--- config.mk ---
export PLATFORM = sky130hd
export DESIGN_NAME = gbse_ctrl
export DESIGN_NICKNAME = d
export VERILOG_FILES = /design/src/sv/gbse_pkg.sv /design/src/sv/gbse_ctrl.sv
export SDC_FILE = /design/constraint.sdc
export NUM_CORES = 1
export LEC_CHECK = 0
export ABC_CLOCK_PERIOD_IN_PS = 1850
export BUFFER_PORTS_ARGS = -buffer_cell sky130_fd_sc_hd__buf_2
export CAP_MARGIN = 10
export CORE_AREA = 2 2 39 41
export DETAILED_ROUTE_END_ITERATION = 10
export DIE_AREA = 0 0 41 43
export PLACE_DENSITY = 0.64
export SYNTH_ARGS = -nofsm -noshare
export SYNTH_HDL_FRONTEND = slang
export SYNTH_SLANG_ARGS = --single-unit
--- constraint.sdc ---
create_clock -name clk -period 1.85 [get_ports clk]
set_input_delay 0.0925 -clock clk [delete_from_list [all_inputs] [get_ports clk]]
set_output_delay 0.0925 -clock clk [all_outputs]
set_load 0.005 [all_outputs]
--- src/sv/gbse_pkg.sv ---
// gbse_pkg: shared types, codes and coefficient tables for the Gaussian blur
// and Sobel edge block. No dependencies; every other file imports it.
package gbse_pkg;

    // input item: op code and grey pixel
    typedef struct packed {
        logic       op;
        logic [7:0] pixel;
    } gbse_in_t;

    // result item
    typedef struct packed {
        logic [7:0] blurred;
        logic [7:0] edge_res;
        logic       frame_last;
    } gbse_out_t;

    localparam logic OP_PIXEL = 1'b0;
    localparam logic OP_FLUSH = 1'b1;

    // register indexes (paddr[2])
    localparam logic REG_WIDTH  = 1'b0;
    localparam logic REG_HEIGHT = 1'b1;

    // x/159 == (x*52759) >> 23 for x < 2**16
    localparam logic [15:0] DIV_MUL   = 16'd52759;
    localparam int          DIV_SHIFT = 23;

    localparam logic [3:0] GAUSS_K [5][5] = '{
        '{4'd2, 4'd4,  4'd5,  4'd4,  4'd2},
        '{4'd4, 4'd9,  4'd12, 4'd9,  4'd4},
        '{4'd5, 4'd12, 4'd15, 4'd12, 4'd5},
        '{4'd4, 4'd9,  4'd12, 4'd9,  4'd4},
        '{4'd2, 4'd4,  4'd5,  4'd4,  4'd2}
    };

    localparam logic signed [2:0] SOBEL_X [3][3] = '{
        '{-3'sd1, 3'sd0, 3'sd1},
        '{-3'sd2, 3'sd0, 3'sd2},
        '{-3'sd1, 3'sd0, 3'sd1}
    };

    localparam logic signed [2:0] SOBEL_Y [3][3] = '{
        '{-3'sd1, -3'sd2, -3'sd1},
        '{ 3'sd0,  3'sd0,  3'sd0},
        '{ 3'sd1,  3'sd2,  3'sd1}
    };

    // controller -> datapath commands
    typedef struct packed {
        logic accept;
        logic in_write;
        logic bl_start;
        logic bl_rd;
        logic bl_acc;
        logic bl_div;
        logic bl_wr;
        logic tick_inc;
        logic bv_rd;
        logic bv_cap;
        logic sb_start;
        logic sb_rd;
        logic sb_acc;
        logic sq;
        logic sum;
        logic rt_step;
        logic out_load;
    } gbse_cmd_t;

    // datapath -> controller status
    typedef struct packed {
        logic item_flush;
        logic in_active;
        logic blur_go;
        logic out_go;
        logic bl_last;
        logic sb_last;
        logic rt_last;
        logic border;
        logic out_full;
    } gbse_status_t;

endpackage

--- src/sv/gbse_ctrl.sv ---
// gbse_ctrl: sequencer that walks one item through input write, blur,
// Sobel and square root. Depends on gbse_pkg.
module gbse_ctrl (
    input  logic                  clk,
    input  logic                  rst_n,
    input  logic                  in_valid,
    output logic                  in_stall,
    input  gbse_pkg::gbse_status_t status,
    output gbse_pkg::gbse_cmd_t    cmd
);
    import gbse_pkg::*;

    localparam logic [3:0] S_IDLE   = 4'd0;
    localparam logic [3:0] S_DECIDE = 4'd1;
    localparam logic [3:0] S_BL_RD  = 4'd2;
    localparam logic [3:0] S_BL_ACC = 4'd3;
    localparam logic [3:0] S_BL_DIV = 4'd4;
    localparam logic [3:0] S_BL_WR  = 4'd5;
    localparam logic [3:0] S_OUTCHK = 4'd6;
    localparam logic [3:0] S_BV     = 4'd7;
    localparam logic [3:0] S_SB_RD  = 4'd8;
    localparam logic [3:0] S_SB_ACC = 4'd9;
    localparam logic [3:0] S_SQ     = 4'd10;
    localparam logic [3:0] S_SUM    = 4'd11;
    localparam logic [3:0] S_RT     = 4'd12;
    localparam logic [3:0] S_LOAD   = 4'd13;

    logic [3:0] state_reg;
    logic [3:0] state_next;

    always_ff @(posedge clk or negedge rst_n)
    begin
        if (!rst_n)
        begin
            state_reg <= S_IDLE;
        end
        else
        begin
            state_reg <= state_next;
        end
    end

    assign in_stall = (state_reg != S_IDLE);

    always_comb
    begin
        cmd        = '0;
        state_next = state_reg;
        unique case (state_reg)
            S_IDLE:
            begin
                if (in_valid)
                begin
                    cmd.accept = 1'b1;
                    state_next = S_DECIDE;
                end
            end
            S_DECIDE:
            begin
                if (status.in_active && status.item_flush)
                begin
                    state_next = S_IDLE;
                end
                else
                begin
                    cmd.in_write = status.in_active;
                    if (status.blur_go)
                    begin
                        cmd.bl_start = 1'b1;
                        state_next   = S_BL_RD;
                    end
                    else
                    begin
                        state_next = S_OUTCHK;
                    end
                end
            end
            S_BL_RD:
            begin
                cmd.bl_rd  = 1'b1;
                state_next = S_BL_ACC;
            end
            S_BL_ACC:
            begin
                cmd.bl_acc = 1'b1;
                state_next = status.bl_last ? S_BL_DIV : S_BL_RD;
            end
            S_BL_DIV:
            begin
                cmd.bl_div = 1'b1;
                state_next = S_BL_WR;
            end
            S_BL_WR:
            begin
                cmd.bl_wr  = 1'b1;
                state_next = S_OUTCHK;
            end
            S_OUTCHK:
            begin
                if (status.out_go)
                begin
                    cmd.bv_rd  = 1'b1;
                    state_next = S_BV;
                end
                else
                begin
                    cmd.tick_inc = 1'b1;
                    state_next   = S_IDLE;
                end
            end
            S_BV:
            begin
                cmd.bv_cap = 1'b1;
                if (status.border)
                begin
                    state_next = S_LOAD;
                end
                else
                begin
                    cmd.sb_start = 1'b1;
                    state_next   = S_SB_RD;
                end
            end
            S_SB_RD:
            begin
                cmd.sb_rd  = 1'b1;
                state_next = S_SB_ACC;
            end
            S_SB_ACC:
            begin
                cmd.sb_acc = 1'b1;
                state_next = status.sb_last ? S_SQ : S_SB_RD;
            end
            S_SQ:
            begin
                cmd.sq     = 1'b1;
                state_next = S_SUM;
            end
            S_SUM:
            begin
                cmd.sum    = 1'b1;
                state_next = S_RT;
            end
            S_RT:
            begin
                cmd.rt_step = 1'b1;
                if (status.rt_last)
                begin
                    state_next = S_LOAD;
                end
            end
            S_LOAD:
            begin
                if (!status.out_full)
                begin
                    cmd.out_load = 1'b1;
                    state_next   = S_IDLE;
                end
            end
            default:
            begin
                state_next = S_IDLE;
            end
        endcase
    end

endmodule

==> results.sh, run 1 <==
export IMPL_run_status="complete, no violations"
export IMPL_final_nets=109
export IMPL_start_util_pct=31.4
export IMPL_combPwrFrac_pct=68.4
export IMPL_internal_power_mw=0.487
export IMPL_ys_seq_area_share_pct=23.1
export IMPL_place_ws_ps=367
export IMPL_core_area_sq_mm=0.00138
export IMPL_seqPwrFrac_pct=19.3
export IMPL_cts_tree="yes"
export IMPL_diodes=0
export IMPL_setup_viol=0
export IMPL_muxShareOfSynthArea_pct=0
export IMPL_synthAdderAreaFrac_pct=0
export IMPL_cts_buffers=3
export IMPL_die_w_um=41
export IMPL_hold_path_class="in -> reg"
export IMPL_synth_xor_area_share_pct=0
export IMPL_firstDrtPassIters=4
export IMPL_synth_top_family_by_area="simple AND/OR/NAND/NOR gates"
export IMPL_ys_flop_type="dfrtp_1"
export IMPL_grt_pass1_vias=500
export IMPL_cp_start_kind="flop"
export IMPL_swShare_pct=47.8
export IMPL_cp_required_ps=1760
export IMPL_synth_nets=75
export IMPL_power_density_mw_per_mm2=1460
export IMPL_layout_drive_gt1_share_pct=38.9
export IMPL_met2_length_um=624
export IMPL_io_pins=30
export IMPL_grt_pass1_wl_um=2040
export IMPL_vias=595
export IMPL_wl_met1_um=576
export IMPL_grt_antenna_before_repair=0
export IMPL_synthesis_area_sq_um=434
export IMPL_syn_area_per_cell_sq_um=6.89
export IMPL_ir_drop_mv=0.638
export IMPL_p_switching_mw=0.446
export IMPL_hold_violations=0
export IMPL_wl_per_cell_um=12.2
export IMPL_ant_nets=0
export IMPL_globalRouteOverflowTotal=0
export IMPL_clkPwrFrac_pct=12.3
export IMPL_fin_tns_setup_ps=0
export IMPL_dp_final_hpwl_um=1010
export IMPL_largest_register_ffs=4
export IMPL_ys_ff_latch=4
export IMPL_cts_clk_slew_worst_paths_ps=40
export IMPL_criticalPathCategory="reg -> out"
export IMPL_ys_warn_count=0
export IMPL_wl_um=1350
export IMPL_root_buffer="clkbuf_4"
export IMPL_cap_violations=0
export IMPL_syn_inst=63
export IMPL_wl_met3_um=114
export IMPL_num_rows=14
export IMPL_p_leak_nw=0.344
export IMPL_cts_buffer_depth=2
export IMPL_post_route_period_util_pct=93.0
export IMPL_top_layer="met4"
export IMPL_h_tree_depth=1
export IMPL_worstMarginPinSlew_ps=285
export IMPL_endpoint_kind="output port"
export IMPL_worstPathArrival_ps=1630
export IMPL_finalClockSkew_ps=7.85
export IMPL_rsz0062_at_grt="no"
export IMPL_track_usage_pct=17.4
export IMPL_relSlewSlack_pct=81.0
export IMPL_ys_types=26
export IMPL_max_clock_freq_mhz=581
export IMPL_final_max_slew_viol_count=0
export IMPL_clk_latency_ps=250
export IMPL_drt_iter0_drc=14
export IMPL_grt_max_degree=16
export IMPL_dieArea_sq_mm=0.00176
export IMPL_synth_simple_area_share_pct=38.9
export IMPL_finalWorstSetupSlack_ps=129
export IMPL_numClockSinks=4
export IMPL_critPathMaxFanout=8
export IMPL_synth_compound_area_share_pct=30.8
export IMPL_viasPerCell=5.36
export IMPL_synthArstFlopShare_pct=100
export IMPL_io_buffers=29
export IMPL_synth_edf_count=0
export IMPL_areaGrowthSynthToFinish_pct=47.0
export IMPL_post_route_drc_count=0
export IMPL_min_period_ps=1720
export IMPL_gp_congestion=0.852
export IMPL_die_h_um=43
## kinds of logic (layout without fill, tap and decap cells)
kind of cell	Yosys count	after routing
AOI/OAI and AO/OA	20	20
DFF	4	4
buffers and inverters	7	39
and+or+nand+nor	32	32
## worst paths after layout
kind	startpoint	slack, ps	to	cells after the start
min	status[0]	140	state_reg[0]	3
max	state_reg[3]	130	cmd[14]	4
min in group asynchronous	rst_n	180	state_reg[3]	2
max in group asynchronous	rst_n	1550	state_reg[2]	2
min reg2reg	state_reg[1]	690	state_reg[2]	2
max reg2reg	state_reg[3]	340	state_reg[2]	4
## Yosys cell counts, types with 2 or more instances
library cell	instances	area [sq um]
nor3_1	9	45.0
nor2_1	8	30.0
a21o_1	4	30.0
buf_2	4	20.0
dfrtp_1	4	100
nand2_1	4	15.0
nand2b_1	4	25.0
o21ai_1	3	15.0
a21oi_1	2	10.0
inv_1	2	7.51
o211ai_1	2	15.0
o21ai_0	2	10.0
o22ai_1	2	12.5
## cells in the final DEF (no fill, tap or decap), types with 3 or more instances in the layout
| master | count |
|---|---|
| nor3_1 | 9 |
| a21o_1 | 4 |
| buf_4 | 4 |
| o21ai_1 | 3 |
| nand2_1 | 4 |
| nor2_1 | 8 |
| clkbuf_4 | 3 |
| nand2b_1 | 4 |
| dfrtp_1 | 4 |
| buf_2 | 29 |
## worst max-delay path, cell delays in order, from the launching register on
cell	delay, ps
dfrtp_1	440
or4b_4	560
a21oi_1	150
and2_1	140
buf_2	100
## power groups by stage
stage / Combinational, mW / Clock [mW] / Sequential [mW]
after CTS: 0.635 / 0.118 / 0.180
after floorplan: 0.443 / 0 / 0.164
after global routing: 0.714 / 0.123 / 0.188
after detailed placement: 0.629 / 0 / 0.180
final: 0.638 / 0.115 / 0.180
after global placement: 0.633 / 0 / 0.175
## final cells by class
class	count	area, sq um
Tap cell	16	20.0
Inverter	2	7.51
Multi-Input combinational cell	52	303
Timing Repair Buffer	34	185
Clock buffer	3	22.5
Sequential cell	4	100
Fill cell	160	746
## per-stage QoR
step           area, sq um  util (%)  hold slack [ps]  cells  power [mW]
5_1_grt                638      46.1              168    111        1.02
6_report               638      46.1              140    111       0.933
4_1_cts                638      46.1              139    111       0.932
2_1_floorplan          434         -             -203     63       0.606
3_3_place_gp           606      43.8            -99.4    107       0.809
3_5_place_dp           606      43.8            -98.3    107       0.810
## routing by layer
layer  up-vias  GRT usage, %
met4         0          12.0
met1       261          22.2
met2        33          25.0
met5         -             0
li1        297             -
met3         4          3.14
## what timing repair did
item	in CTS	in global routing
hold buffers	1	0
hold endpoints to repair	4	0
setup buffers	0	0
resized for setup	0	0
No activity file was read; power rests on OpenSTA's default activity.
==> run 2, diff against run 1 <==
--- a/config.mk
+++ b/config.mk
@@ -5,7 +5,7 @@
 export SDC_FILE = /design/constraint.sdc
 export NUM_CORES = 1
 export LEC_CHECK = 0
-export ABC_CLOCK_PERIOD_IN_PS = 1850
+export ABC_CLOCK_PERIOD_IN_PS = 1600
 export BUFFER_PORTS_ARGS = -buffer_cell sky130_fd_sc_hd__buf_2
 export CAP_MARGIN = 10
 export CORE_AREA = 2 2 39 41
==> constraint.sdc (replaced) <==
create_clock -name clk -period 1.6 [get_ports clk]
set_input_delay 0.08 -clock clk [delete_from_list [all_inputs] [get_ports clk]]
set_output_delay 0.08 -clock clk [all_outputs]
set_load 0.005 [all_outputs]
==> results.sh, run 2 (same netlist as run 1, synthesis figures left out) <==
export IMPL_top_usage_layer="met2"
export IMPL_start_util_pct=31.4
export IMPL_io_buffers=29
export IMPL_ir_drop_mv=0.848
export IMPL_cp_start_kind="flop"
export IMPL_root_buffer="clkbuf_4"
export IMPL_grt_antenna_before_repair=0
export IMPL_power_total_mw=1.12
export IMPL_diodes=0
export IMPL_cts_buffer_depth=2
export IMPL_final_nets=111
export IMPL_h_tree_depth=1
export IMPL_dp_final_hpwl_um=1000
export IMPL_grt_pass1_wl_um=2050
export IMPL_track_usage_pct=16.2
export IMPL_post_route_drc_count=0
export IMPL_cp_required_ps=1520
export IMPL_drt_iter0_drc=16
export IMPL_setup_viol=0
export IMPL_final_max_slew_viol_count=0
export IMPL_clk_latency_ps=230
export IMPL_die_h_um=43
export IMPL_wl_per_cell_um=11.8
export IMPL_fill_cells=151
export IMPL_firstDrtPassIters=4
export IMPL_grt_util_met2_pct=23.8
export IMPL_relSlewSlack_pct=77.9
export IMPL_worstPathArrival_ps=1510
export IMPL_die_w_um=41
export IMPL_layout_drive_gt1_share_pct=44.3
export IMPL_dieArea_sq_mm=0.00176
export IMPL_grt_max_degree=16
export IMPL_fin_tns_setup_ps=0
export IMPL_post_route_util_pct=48.1
export IMPL_worstMarginPinSlew_ps=331
export IMPL_post_route_period_util_pct=99.4
export IMPL_power_density_mw_per_mm2=1680
export IMPL_final_common_cell="buf_2"
export IMPL_num_rows=14
export IMPL_critPathMaxFanout=3
export IMPL_endpoint_kind="output port"
export IMPL_io_pins=30
export IMPL_vias=589
export IMPL_grt_pass1_vias=508
export IMPL_cts_tree="yes"
export IMPL_hold_path_class="in -> reg"
export IMPL_cap_violations=0
export IMPL_cts_buffers=3
export IMPL_layout_cells_non_filler=113
export IMPL_largest_register_ffs=4
export IMPL_areaGrowthSynthToFinish_pct=53.3
export IMPL_max_clock_freq_mhz=629
export IMPL_p_leak_nw=0.355
export IMPL_placed_area_sq_um=613
export IMPL_min_period_ps=1590
export IMPL_final_cell_mix="29 x buf_2, 8 x nor3_1, 7 x nor2_1"
export IMPL_placed_cells=108
export IMPL_grtUsageMet3_pct=1.57
export IMPL_finalClockSkew_ps=1.36
export IMPL_core_area_sq_mm=0.00138
export IMPL_cts_clk_slew_worst_paths_ps=40
export IMPL_gp_congestion=0.848
export IMPL_hold_violations=0
export IMPL_criticalPathCategory="reg -> out"
export IMPL_fin_area_sq_um=666
export IMPL_wl_um=1330
export IMPL_globalRouteOverflowTotal=0
export IMPL_run_status="complete, no violations"
export IMPL_rsz0062_at_grt="yes"
export IMPL_ant_nets=0
export IMPL_viasPerCell=5.21
export IMPL_grtUsageMet1_pct=23.7
export IMPL_numClockSinks=4
run 2: cell count changes in the layout (fill, tap and decap cells not counted), sizes merged:
cell | previous run | this run
buf | 33 | 35
run 2: worst max-delay path, stage by stage, from the launching register on:
cell	delay, ps
dfrtp_1	360
or4b_4	560
nor3b_1	220
buf_2	140
run 2: power by group:
part           switching [mW]  internal [mW]
combinational           0.453          0.360
sequential             0.0241          0.153
clock                  0.0423         0.0840
run 2: stage by stage:
step,hold slack (ps),setup slack (ps)
3_3_place_gp,-111,195
5_1_grt,144,-62.4
3_5_place_dp,-108,116
6_report,141,10.1
4_1_cts,136,4.68
2_1_floorplan,-216,218
run 2: area by class of cell:
| cell class | instances | area (sq um) | area share [%] |
|---|---|---|---|
| Tap cell | 16 | 20.0 | 3.01 |
| Sequential cell | 4 | 101 | 15.2 |
| Timing Repair Buffer | 36 | 200 | 30.1 |
| Clock buffer | 3 | 22.5 | 3.38 |
| Multi-Input combinational cell | 52 | 314 | 47.2 |
| Inverter | 2 | 7.51 | 1.13 |
run 2: repair_timing:
| action | CTS | global route |
|---|---|---|
| gates resized for setup | 2 | 2 |
| hold buffers | 1 | 0 |
| pin swaps | 1 | 2 |
| endpoints found under the hold margin | 4 | 0 |
| setup endpoints to repair | 2 | 4 |
| setup buffers | 1 | 0 |
run 2: metal layers:
metal / part of all wire [%] / wire (um)
met5: 0 / 0
met4: 0 / 0
met3: 5.0 / 66
met2: 48 / 644
met1: 47 / 619
run 2: worst paths after layout:
kind	slack, ps	cells after the start	to	startpoint
min	140	3	state_reg[0]	status[0]
min reg2reg	680	2	state_reg[3]	state_reg[3]
max reg2reg	170	4	state_reg[2]	state_reg[2]
max	10	3	cmd[15]	state_reg[2]
max in group asynchronous	1280	2	state_reg[0]	rst_n
min in group asynchronous	190	2	state_reg[1]	rst_n
